==> src/sv/sos_pkg.sv <==
// Shared types and constants for the sphere overlap pushback pipeline.
// No dependencies.
`timescale 1ns / 1ps
package sos_pkg;
  localparam int CoordW = 32;
  localparam int RadW   = 31;
  localparam int MagW   = 32;
  localparam int RootW  = 32;
  localparam int AXES   = 3;
  localparam int SqrtCells = RootW;
  localparam int DivCells  = 32;
  localparam logic [31:0] PosMax = 32'h7FFF_FFFF;
  localparam logic [31:0] NegMax = 32'h8000_0000;

  typedef struct packed {
    logic                      hit;
    logic [AXES-1:0]           d_neg;
    logic [AXES-1:0][MagW-1:0] d_mag;
    logic [31:0]               r;
  } geo_t;

  typedef struct packed {
    logic             valid;
    geo_t             geo;
    logic [33:0]      rem;
    logic [RootW-1:0] root;
    logic [63:0]      n;
  } sqrt_t;

  typedef struct packed {
    logic        neg;
    logic        sat;
    logic [31:0] rem;
    logic [31:0] lo;
    logic [31:0] q;
  } div_lane_t;

  typedef struct packed {
    logic                  valid;
    logic                  hit;
    logic                  zero;
    logic [RootW-1:0]      len;
    div_lane_t [AXES-1:0]  lane;
  } div_t;
endpackage

==> src/sv/sos_sqrt_cell.sv <==
// One digit of the square root chain: two radicand bits in, one root bit out.
// Depends on sos_pkg.
`timescale 1ns / 1ps
module sos_sqrt_cell (
  input  logic           clk,
  input  logic           rst,
  input  logic           en,
  input  sos_pkg::sqrt_t din,
  output sos_pkg::sqrt_t dout
);
  logic [33:0] rem2;
  logic [33:0] trial;
  sos_pkg::sqrt_t dout_next;

  always_comb begin
    rem2  = {din.rem[31:0], din.n[63:62]};
    trial = {din.root, 2'b01};
    dout_next = din;
    dout_next.n = {din.n[61:0], 2'b00};
    if (rem2 >= trial) begin
      dout_next.rem  = rem2 - trial;
      dout_next.root = {din.root[30:0], 1'b1};
    end else begin
      dout_next.rem  = rem2;
      dout_next.root = {din.root[30:0], 1'b0};
    end
  end

  always_ff @(posedge clk) begin
    if (rst) begin
      dout.valid <= 1'b0;
    end else if (en) begin
      dout.valid <= din.valid;
    end
    if (en) begin
      dout.geo  <= dout_next.geo;
      dout.rem  <= dout_next.rem;
      dout.root <= dout_next.root;
      dout.n    <= dout_next.n;
    end
  end
endmodule

==> config.mk <==
export PLATFORM = sky130hd
export DESIGN_NAME = sos_sqrt_cell
export DESIGN_NICKNAME = d
export VERILOG_FILES = /design/src/sv/sos_pkg.sv /design/src/sv/sos_sqrt_cell.sv
export SDC_FILE = /design/constraint.sdc
export NUM_CORES = 1
export LEC_CHECK = 0
export BUFFER_PORTS_ARGS = -buffer_cell sky130_fd_sc_hd__buf_2
export CAP_MARGIN = 10
export CORE_AREA = 2 2 208 210
export CTS_CLUSTER_DIAMETER = 200
export DETAILED_ROUTE_END_ITERATION = 6
export DIE_AREA = 0 0 210 212
export PLACE_DENSITY = 0.53
export SYNTH_ARGS = -nofsm -noshare
export SYNTH_HDL_FRONTEND = slang
export SYNTH_SLANG_ARGS = --single-unit
==> constraint.sdc <==
create_clock -name clk -period 5.5 [get_ports clk]
set_clock_uncertainty 0.05 [all_clocks]
set_input_delay 0.275 -clock clk [delete_from_list [all_inputs] [get_ports clk]]
set_output_delay 0.275 -clock clk [all_outputs]
set_load 0.01 [all_outputs]
==> flow_summary_export.csv <==
group,metric,value,unit
status,status,"finished, final reports clean",
route,antenna_left,0,
grt,grt_remaining_overflow,0,
timing,fin_crit_sh,0.637,
min_path,hp-class,"in2reg",
job,drv_cap,0,
floorplanning,fp.dieW,210,µm
place,hpwl,28.5,mm
power,p_sw_frac,0.259,
grt,grt_pass1_wl,55.1,mm
clock_tree,cts_root_buffer,"clkbuf_16",
finish,fin_cells,1997,
floorplanning,die_height,212,µm
grt,grt_max_degree,113,
logic_synthesis,synth.most_common_cell,"edfxtp_1",
grt,antenna_found_initial,6,
logic_synthesis,synth.largest_area_cell,"edfxtp_1",
logic_synthesis,yosys-top-cells-area,"edfxtp_1, ha_1, mux2_4",
worst_setup_path,cp.required,5.78,ns
floorplanning,initial_utilization,0.246,
route,dr.first_iter.drc_count,469,
timing,setup_viol,0,
power,power.total,5.51,mW
clock_tree,clk_pin_slew_worst_paths,0.06,ns
power,p_switching,1.43,mW
timing,rsz0062_at_grt,"no",
logic_synthesis,syn-instance-count,617,
worst_setup_path,cp.arrival,3.79,ns
timing,slew_headroom,0.443,
route,wl_per_cell,19.8,µm
logic_synthesis,async_flop_share,0,
finish,nNetsFinal,1721,
timing,fin_crit,3.50,ns
clock_tree,clk_path_buf_depth,3,
power,p_leak,7.52,nW
grt,gr-usage-all-layers,0.167,
power,internal_power,4.08,mW
worst_setup_path,cp_max_fo,30,
logic_synthesis,synth_area,0.0105,mm²
clock_tree,clkLatencyLatePin,0.58,ns
logic_synthesis,synth_cell_type_count,61,
place,portBuffers,524,
finish,top_regs,"dout (261)",
place,gp_congestion,0.837,
place,dp.cells,1675,
floorplanning,dieArea,0.0445,mm²
route,viasPerCell,4.23,
power,combPwrFrac,0.174,
finish,largest_reg_flops,261,
finish,regMostFlops,"dout",
timing,clock.fmax,285,MHz
logic_synthesis,synth_common_cells,"edfxtp_1, inv_1, ha_1",
route,wirelength,39.6,mm
floorplanning,core,0.0425,mm²
route,drc,0,
logic_synthesis,synth_edf_count,260,
logic_synthesis,ys.flop_type,"edfxtp_1",
worst_setup_path,startpoint_type,"input port",
timing,drv_slew,0,
logic_synthesis,yosysWarnings,0,
power,seqPwrFrac,0.442,
route,first_pass_iters,4,
logic_synthesis,synth-seq-cells,261,
logic_synthesis,synth_top_area_frac,0.746,
finish,nFillCells,3988,
logic_synthesis,ys_seq_area_frac,0.748,
floorplanning,std_cell_rows,76,
power,ir_drop,0.218,mV
worst_setup_path,crit_type,"in2reg",
timing,tns,0,ns
route,via_count,8449,
power,clkPwrFrac,0.384,
clock_tree,htree_levels,1,
clock_tree,clock-sinks,261,
finish,areaGrowthSynthToFinish,65.7,%
timing,hold_viol_final,0,
floorplanning,ios,529,
clock_tree,cts_made_buffers,31,
timing,tightest_slew,0.827,ns
grt,grt_pass1_vias,8829,
power,power_density,318,mW/mm²
finish,drive_above_1_share,0.428,
clock_tree,cts_tree,"done",
logic_synthesis,synth_area_per_cell,17.0,µm²
worst_setup_path,timing.critical_path.to_type,"flop",
==> routing by layer <==
metal | global-route usage | vias to the layer above | routed length [µm]
met5 | 0 | - | 34
li1 | - | 3962 | -
met1 | 0.181 | 4031 | 14500
met4 | 0.0841 | 4 | 2170
met2 | 0.300 | 362 | 20100
met3 | 0.0456 | 90 | 2710
==> final timing paths <==
kind / slack, ns / depth (start not counted) / to / start
setup / recovery: 2.00 / 12 / dout[106] / din[71]
setup reg to reg: 4.30 / 3 / dout[262] / dout[262]
hold / removal: 0.08 / 3 / dout[97] / din[63]
hold reg to reg: 0.99 / 3 / dout[262] / dout[262]
==> area by class of cell <==
class | count | area (µm²) | share of cell area
sequential | 261 | 7830 | 0.451
timing repair buffer | 785 | 5250 | 0.303
multi-input combinational | 298 | 2360 | 0.136
clock buffer | 35 | 791 | 0.0456
tap | 546 | 683 | 0.0394
clock inverter | 23 | 249 | 0.0144
inverter | 44 | 168 | 0.00967
antenna | 5 | 12.5 | 0.000722
==> through the flow <==
step | util | hold slack [ns] | setup slack, ns | area, µm²
after floorplan | - | 0.297 | 2.65 | 10500
after global placement | 0.322 | 0.388 | 1.88 | 13700
after detailed placement | 0.322 | 0.385 | 1.88 | 13700
after CTS | 0.408 | 0.0330 | 1.94 | 17300
after global routing | 0.408 | 0.0763 | 1.73 | 17300
final | 0.408 | 0.0793 | 2.00 | 17300
==> power groups by stage <==
stage / registers (mW) / logic, mW / clock network [mW]
4_1_cts: 2.44 / 0.969 / 2.18
5_1_grt: 2.45 / 1.03 / 2.25
6_report: 2.44 / 0.958 / 2.12
2_1_floorplan: 2.58 / 0.298 / 0
3_5_place_dp: 2.47 / 0.809 / 0
3_3_place_gp: 2.47 / 0.807 / 0
==> repair_timing <==
item                                    CTS  global route
hold buffers                            259             0
hold endpoints to repair                258             0
endpoints found under the setup margin    0             0
gates resized for setup                   0             0
buffers inserted                          0             0
==> cell families (layout without fill, tap and decap cells) <==
group                    after synthesis  in the layout  synth area share
AO/OA/AOI/OAI                        106            106            0.0723
XOR/XNOR                              28             28            0.0234
adder cells (fa/ha/maj)               34             34            0.0407
buffers and inverters                 59            887            0.0270
flip-flops                           261            261             0.748
multiplexers                          31             31            0.0430
other                                  1              7          0.000358
AND/OR/NAND/NOR                       97             97            0.0451
==> cells in the final DEF (no fill, tap or decap), types with 11 or more instances in the layout <==
master | synthesis | layout
clkbuf_16 | 0 | 31
nor2_1 | 23 | 23
xnor2_1 | 16 | 16
nand2_1 | 30 | 30
edfxtp_1 | 260 | 260
dlygate4sd3_1 | 0 | 259
buf_2 | 2 | 523
a21oi_1 | 31 | 31
o21ai_0 | 16 | 16
mux2_4 | 28 | 28
ha_1 | 34 | 34
inv_1 | 42 | 42
xor2_1 | 12 | 12
a21o_1 | 11 | 11
==> critical path, stage by stage <==
cell and delay, ns:
dlygate4sd3_1 0.53, buf_2 0.12, inv_1 0.04, ha_1 0.39
nand4_1 0.24, a21oi_1 0.37, a21oi_4 0.12, a21oi_2 0.39
o41ai_4 0.19, o21a_4 0.29, inv_4 0.41, mux2_4 0.35
Note: power is estimated with default switching activity, not from simulation.
