===== config.mk =====
export PLATFORM = sky130hd
export DESIGN_NAME = sos_div_cell
export DESIGN_NICKNAME = d
export VERILOG_FILES = /design/src/sv/sos_pkg.sv /design/src/sv/sos_div_cell.sv
export SDC_FILE = /design/constraint.sdc
export NUM_CORES = 1
export LEC_CHECK = 0
export BUFFER_PORTS_ARGS = -buffer_cell sky130_fd_sc_hd__buf_2
export CAP_MARGIN = 10
export CORE_AREA = 2 2 258 260
export CTS_CLUSTER_SIZE = 20
export DETAILED_ROUTE_END_ITERATION = 16
export DIE_AREA = 0 0 260 262
export PLACE_DENSITY = 0.51
export SKIP_LAST_GASP = 1
export SLEW_MARGIN = 20
export SYNTH_ARGS = -nofsm -noshare
export SYNTH_HDL_FRONTEND = slang
export SYNTH_SLANG_ARGS = --single-unit

===== constraint.sdc =====
create_clock -name clk -period 3.4 [get_ports clk]
set_input_delay 0.34 -clock clk [delete_from_list [all_inputs] [get_ports clk]]
set_output_delay 0.34 -clock clk [all_outputs]
set_load 0.01 [all_outputs]

===== src/sv/sos_pkg.sv =====
// Shared types and constants for the sphere overlap pushback pipeline.
// No dependencies.
`timescale 1ns / 1ps
package sos_pkg;
  localparam int CoordW = 32;
  localparam int RadW   = 31;
  localparam int MagW   = 32;
  localparam int RootW  = 32;
  localparam int AXES   = 3;
  localparam int SqrtCells = RootW;
  localparam int DivCells  = 32;
  localparam logic [31:0] PosMax = 32'h7FFF_FFFF;
  localparam logic [31:0] NegMax = 32'h8000_0000;

  typedef struct packed {
    logic                      hit;
    logic [AXES-1:0]           d_neg;
    logic [AXES-1:0][MagW-1:0] d_mag;
    logic [31:0]               r;
  } geo_t;

  typedef struct packed {
    logic             valid;
    geo_t             geo;
    logic [33:0]      rem;
    logic [RootW-1:0] root;
    logic [63:0]      n;
  } sqrt_t;

  typedef struct packed {
    logic        neg;
    logic        sat;
    logic [31:0] rem;
    logic [31:0] lo;
    logic [31:0] q;
  } div_lane_t;

  typedef struct packed {
    logic                  valid;
    logic                  hit;
    logic                  zero;
    logic [RootW-1:0]      len;
    div_lane_t [AXES-1:0]  lane;
  } div_t;
endpackage


===== src/sv/sos_div_cell.sv =====
// One quotient bit of the restoring divider, three axes side by side.
// Depends on sos_pkg.
`timescale 1ns / 1ps
module sos_div_cell (
  input  logic          clk,
  input  logic          rst,
  input  logic          en,
  input  sos_pkg::div_t din,
  output sos_pkg::div_t dout
);
  logic [sos_pkg::AXES-1:0][32:0] r2;
  sos_pkg::div_t dout_next;

  always_comb begin
    dout_next = din;
    for (int i = 0; i < sos_pkg::AXES; i++) begin
      r2[i] = {din.lane[i].rem, din.lane[i].lo[31]};
      dout_next.lane[i].lo = {din.lane[i].lo[30:0], 1'b0};
      if (r2[i] >= {1'b0, din.len}) begin
        dout_next.lane[i].rem = 32'(r2[i] - {1'b0, din.len});
        dout_next.lane[i].q   = {din.lane[i].q[30:0], 1'b1};
      end else begin
        dout_next.lane[i].rem = r2[i][31:0];
        dout_next.lane[i].q   = {din.lane[i].q[30:0], 1'b0};
      end
    end
  end

  always_ff @(posedge clk) begin
    if (rst) begin
      dout.valid <= 1'b0;
    end else if (en) begin
      dout.valid <= din.valid;
    end
    if (en) begin
      dout.hit  <= dout_next.hit;
      dout.zero <= dout_next.zero;
      dout.len  <= dout_next.len;
      dout.lane <= dout_next.lane;
    end
  end
endmodule

==> results of run 1 <==
## metrics by stage
stage          setup TNS, ns  instance area [um^2]
6_report                   0                 25000
5_1_grt              -0.0892                 25000
4_1_cts                    0                 25000
3_5_place_dp               0                 21500
3_3_place_gp               0                 21500
2_1_floorplan              0                 16600
## layout by cell type, fill, tap and decap left out, types with 5 or more instances in the layout
master and count:
o31ai_1 11, o21ai_0 96, buf_2 653, o21a_1 17, clkbuf_16 40, nand4_1 23
and3_1 10, nor4_1 6, diode_2 9, ha_1 96, or3_1 5, nor2b_1 13
a21o_1 44, or2_2 6, edfxtp_1 325, clkbuf_1 6, o31a_1 8, nor3_1 20
a21boi_0 5, a21oi_1 125, a41oi_1 7, xnor2_1 39, nand3_1 22, o211ai_1 5
inv_1 65, mux2_2 8, buf_4 77, clkinv_1 6, a31oi_1 17, o21bai_1 13
nand2b_1 12, mux2_4 5, nor2_1 109, clkinvlp_4 5, nand2_1 106, buf_12 10
a211oi_1 6, and2_1 6, dlygate4sd3_1 224, xor2_1 31
## worst register-to-register path, delay by kind of cell (launching register included)
kind,cells,cell delay (ns)
AND/OR/NAND/NOR,1,0.05
multiplexers,1,0.14
flip-flops,1,0.31
## cell families (layout without fill, tap and decap cells)
group                      count (synthesis)  in the layout  synth area share
other                                      1             12          0.000226
DFF                                      326            326             0.590
buffers and inverters                    121           1100            0.0310
adders and majority gates                 99             99            0.0761
muxes                                     17             17            0.0124
xor gates and xnor gates                  70             70            0.0370
AOI/OAI and AO/OA                        405            405             0.155
and+or+nand+nor                          350            350            0.0978
## where the power goes
group	internal, mW	switching (mW)	leakage (nW)
Sequential	4.94	0.126	3.19
Combinational	1.28	1.68	7.02
Clock	2.47	1.76	0.603
Total	8.68	3.57	10.8
## routing by layer
| metal | vias up | track usage | share of wire |
|---|---|---|---|
| met1 | 7122 | 0.227 | 0.38 |
| li1 | 7142 | - | - |
| met5 | - | 0 | 0.0017 |
| met2 | 547 | 0.378 | 0.51 |
| met3 | 126 | 0.0576 | 0.071 |
| met4 | 20 | 0.0920 | 0.046 |
## path summary, 6_finish.rpt
| check | start | end | slack [ns] | cells after the start |
|---|---|---|---|---|
| setup / recovery | din[296] | dout[84] | 0.04 | 13 |
| setup reg to reg | dout[328] | dout[328] | 2.80 | 2 |
| hold reg to reg | dout[328] | dout[328] | 0.50 | 2 |
| hold / removal | din[328] | dout[328] | 0.05 | 3 |
## layout make-up
cell class / count / area [um^2] / area share
repair buffers: 965 / 6300 / 0.252
clock buffers: 46 / 1020 / 0.0409
well taps: 864 / 1080 / 0.0432
clock inverters: 22 / 239 / 0.00955
diodes: 9 / 22.5 / 0.000900
inverters: 67 / 255 / 0.0102
flip-flops and latches: 326 / 9780 / 0.391
multi-input cells: 944 / 6310 / 0.252
## what timing repair did
action / 4_1_cts / 5_1_grt
endpoints found under the setup margin: 0 / 27
gates resized for setup: 0 / 5
hold buffers: 224 / 0
hold endpoints to repair: 224 / 0
==> metrics, run 1 <==
Crit path top cell by count=o31a_1; Layout Cells excl Fill=between 3000 and 4000; clk_lat worst skew=0.55 ns; Worst path top cell family by delay=compound AO/OA/AOI/OAI gates; Placer Congestion=just under 0.9; number of global-route vias before repair=15200; mapped cell area=roughly 0.017 mm^2; Post-synth EDFFs=around 330; Syn-to-layout area delta=51.0%; CTS Buf Count=40; Clock Path Buffers=3; Arr. time, crit path=3.66 ns; overall die area=between 0.06 and 0.07 mm^2; total design power=between 10 and 15 mW; CP endpoint kind=flop; largest reg by FF count=dout; CTS tree=yes; Yosys reg bits=around 330; layout cell share with drive strength beyond 1=0.351; Max Slew Vio Count=0; sequential fraction of the synthesis area=0.590; Slowest cell on crit path=dlygate4sd3_1; Initial Utilization=0.254; ANT nets after route=0; CTS root buf=clkbuf_16; H-tree Lvls=2; final core area utilization=0.383; critical path type=in -> reg; worst vdd ir=between 300 and 400 uV; Fin. Hold Viols=0; Worst Tran Pin Value=between 0.9 and 1 ns; synthesized instance count=between 1000 and 1500; Synth area leader=edfxtp_1; Fmax=slightly below 300 MHz; Cell Chain, Critical Path=dlygate4sd3_1 -> buf_2 -> clkinvlp_4 -> ha_1 -> and3_1 -> o21a_1 -> o31a_1 -> o31a_1 -> a21bo_1 -> o41ai_4 -> inv_2 -> buf_12 -> mux2_4; TritonCTS Sinks=326; CP max FO=20; overall global routing resource usage=0.209; pwr/cell area=slightly below 500 mW/mm^2; IO Pins=approximately 660; Tmin final=3.36 ns; WP data required=around 3.7 ns; setup ws final=0.0424 ns; fin nets=about 2800; port buffer count=654; initial antenna violation count=25; Die Span X=around 260 um; DP Cell Count=slightly below 3000; maxcap violations=0; grt ovf=0; Startpoint Class=primary input; FP Rows=94; Largest regs=dout (326); max FFs per register=between 300 and 400; Routed Wire Length=~75000 um; DRT Pass-1 Iters=5; Iter 0 DRT Violations=between 1000 and 1500; Vias per Instance=about 4.6; drt drc=0; Die Height=between 200 and 300 um; Yosys warning total=0; via count=15000; first-pass GRT wire length=slightly above 100000 um; HPWL after detailed placement=between 60000 and 70000 um; Relative slew margins=0.398; Netlist cell types=76; largest net degree at the start of global routing=101; Worst Path Buf+Inv=5; Setup-failing EPs final=0; post-CTS setup buffer count=0; asr flop ratio synth=0; leak pwr=roughly 11 nW; post-synth top area share=0.589; syn_area_per_cell=between 10 and 15 um^2; leading cell types by count after synthesis=edfxtp_1, a21oi_1, nor2_1; Setup Slack @ Placement=about 0.0015 ns; top-count cell post-synth=edfxtp_1; dominant synthesized flop cell=edfxtp_1; status=completed; clk_skew=0 ns; Worst-path clk slew=~0.060 ns; CORE AREA=between 0.06 and 0.07 mm^2; Synth area leaders=edfxtp_1, ha_1, a21oi_1; filler cell count=6445; hold slack=between 0.04 and 0.05 ns; Worst path max stage delay=around 0.52 ns; Final Cycle Share=0.988; Tightest Hold Check Type=in -> reg; DR WL/cell=~23 um
No activity file was read; power rests on OpenSTA's default activity.
==> run 2: changes to the inputs <==
--- a/config.mk
+++ b/config.mk
@@ -7,11 +7,11 @@
 export LEC_CHECK = 0
 export BUFFER_PORTS_ARGS = -buffer_cell sky130_fd_sc_hd__buf_2
 export CAP_MARGIN = 10
-export CORE_AREA = 2 2 258 260
+export CORE_AREA = 2 2 256 258
 export CTS_CLUSTER_SIZE = 20
 export DETAILED_ROUTE_END_ITERATION = 16
-export DIE_AREA = 0 0 260 262
-export PLACE_DENSITY = 0.51
+export DIE_AREA = 0 0 258 260
+export PLACE_DENSITY = 0.52
 export SKIP_LAST_GASP = 1
 export SLEW_MARGIN = 20
 export SYNTH_ARGS = -nofsm -noshare
==> constraint.sdc (replaced) <==
create_clock -name clk -period 4.3 [get_ports clk]
set_input_delay 0.43 -clock clk [delete_from_list [all_inputs] [get_ports clk]]
set_output_delay 0.43 -clock clk [all_outputs]
set_load 0.01 [all_outputs]
==> run 2 against run 1 <==
Clock power shrank 23%. Sequential share of layout area grew 5.0 points. Core utilization shrank 3.7 points. Total power shrank 24%. Register-to-register slack gained 0.92 ns. Die area shrank 1.5%. Hold slack lost 0.0067 ns. Critical endpoint is now dout[75]. Largest power group unchanged.
==> metrics, run 2 (synthesis gave the netlist of run 1 again) <==
drt drc=0; filler cell count=about 6500; fin nets=2487; Comb pwr share=0.223; Syn-to-layout area delta=33.8%; Die Span X=roughly 260 um; most common cell after layout, fill and taps aside=buf_2; Worst Tran Pin Value=~0.82 ns; IO Pins=around 660; switching pwr=between 2 and 3 mW; largest reg by FF count=dout; via count=14000; initial antenna violation count=25; Arr. time, crit path=roughly 3.5 ns; DRT Pass-1 Iters=5; Fmax=a little over 300 MHz; CTS resizes=0; Setup-failing EPs final=0; Final Cycle Share=0.756; cell internal pwr=approximately 6.5 mW; Relative slew margins=0.452; HPWL after detailed placement=58800 um; CTS tree=yes; Sw Ratio=0.297; CORE AREA=0.0641 mm^2; first-pass GRT wire length=around 99000 um; Vias per Instance=4.76; clock share of power=0.349; Max Slew Vio Count=0; clk_skew=0 ns; WP data required=4.60 ns; TritonCTS Sinks=between 300 and 400; leak pwr=roughly 9.5 nW; Worst-path clk slew=about 0.06 ns; status=completed; Die Height=around 260 um; grt ovf=0; layout cell share with drive strength beyond 1=0.363; CTS root buf=clkbuf_16; ANT nets after route=0; Initial Utilization=0.258; Placement Cell Area=approximately 0.021 mm^2; CTS Buf Count=39; overall die area=about 0.067 mm^2; fin area=roughly 0.022 mm^2; setup ws final=~1.1 ns; worst vdd ir=~240 uV; critical path type=in -> reg; Tmin final=3.25 ns; unrepaired setup endpoints after global routing=no; Clock Path Buffers=3; FP Rows=between 90 and 100; clk_lat worst skew=between 0.5 and 0.6 ns; Setup Slack @ Placement=0.491 ns; Iter 0 DRT Violations=983; Routed Wire Length=around 72000 um; maxcap violations=0; number of global-route vias before repair=about 14000; share of power burned in registers=0.429; port buffer count=654; CP max FO=39; CP endpoint kind=flop; H-tree Lvls=2; Tightest Hold Check Type=in -> reg; overall global routing resource usage=0.205; pwr/cell area=roughly 420 mW/mm^2; largest net degree at the start of global routing=79; Placer Congestion=about 0.86; max FFs per register=approximately 330; Fin. Hold Viols=0; commonest non-fill, non-tap cells in the layout=buf_2, edfxtp_1, a21oi_1; Largest regs=dout (326); setup TNS=0 ns; Startpoint Class=primary input; DR WL/cell=roughly 25 um
run 2: changes by cell type in the layout (fill, tap and decap cells not counted), sizes merged:
cell	change
clkbuf	+2
buf	-74
dlygate4sd3	-213
clkinv	+2
clkinvlp	-1
inv	+1
diode	-2
bufinv	-2
run 2: metrics by stage:
step           hold WS (ns)  std cells   util  total power, mW
6_report             0.0417       2947  0.346             9.30
4_1_cts            0.000384       2940  0.346             9.46
3_3_place_gp          0.477       2859  0.325             6.13
3_5_place_dp          0.482       2859  0.325             6.14
2_1_floorplan         0.502       1391      -             5.14
5_1_grt              0.0128       2942  0.346             9.73
run 2: cell type report:
type,instances,area (um^2),area share
antenna,7,17.5,0.000790
clock buffer,48,1030,0.0465
clock inverter,22,194,0.00875
inverter,67,251,0.0113
multi-input combinational,944,6290,0.284
sequential,326,9780,0.441
tap,855,1070,0.0482
timing repair buffer,678,3540,0.160
run 2: power groups by stage:
stage	Combinational, mW	Sequential (mW)	Clock, mW
floorplan	0.908	4.23	0
global placement	2.08	4.05	0
detailed placement	2.09	4.05	0
CTS	2.11	3.99	3.36
global route	2.26	4.02	3.45
finish	2.07	3.99	3.24
run 2: path summary, 6_finish.rpt:
kind / startpoint / slack, ns / cells after the start / to
worst max-delay path: din[315] / 1.05 / 11 / dout[75]
worst min register to register: dout[328] / 0.50 / 2 / dout[328]
worst min-delay path: din[228] / 0.04 / 1 / dout[229]
worst max register to register: dout[328] / 3.72 / 2 / dout[328]
run 2: what timing repair did:
action	in CTS	in global routing
setup buffers	0	0
endpoints found under the setup margin	0	0
hold buffers	11	0
endpoints found under the hold margin	11	0
run 2: metal layers:
layer | GRT usage | up-vias | share of wire
met2 | 0.369 | 572 | 0.51
met5 | 0 | - | 0.0018
met4 | 0.0907 | 18 | 0.045
met3 | 0.0528 | 115 | 0.075
li1 | - | 6575 | -
met1 | 0.228 | 6739 | 0.37
run 2: critical path: stages:
cell and delay [ns]:
buf_2 0.09, inv_1 0.18, ha_1 0.50, and3_1 0.31, a221oi_2 0.09, a2111oi_0 0.52
a31oi_1 0.10, a21bo_1 0.26, o41ai_2 0.09, inv_2 0.61, mux2_4 0.35
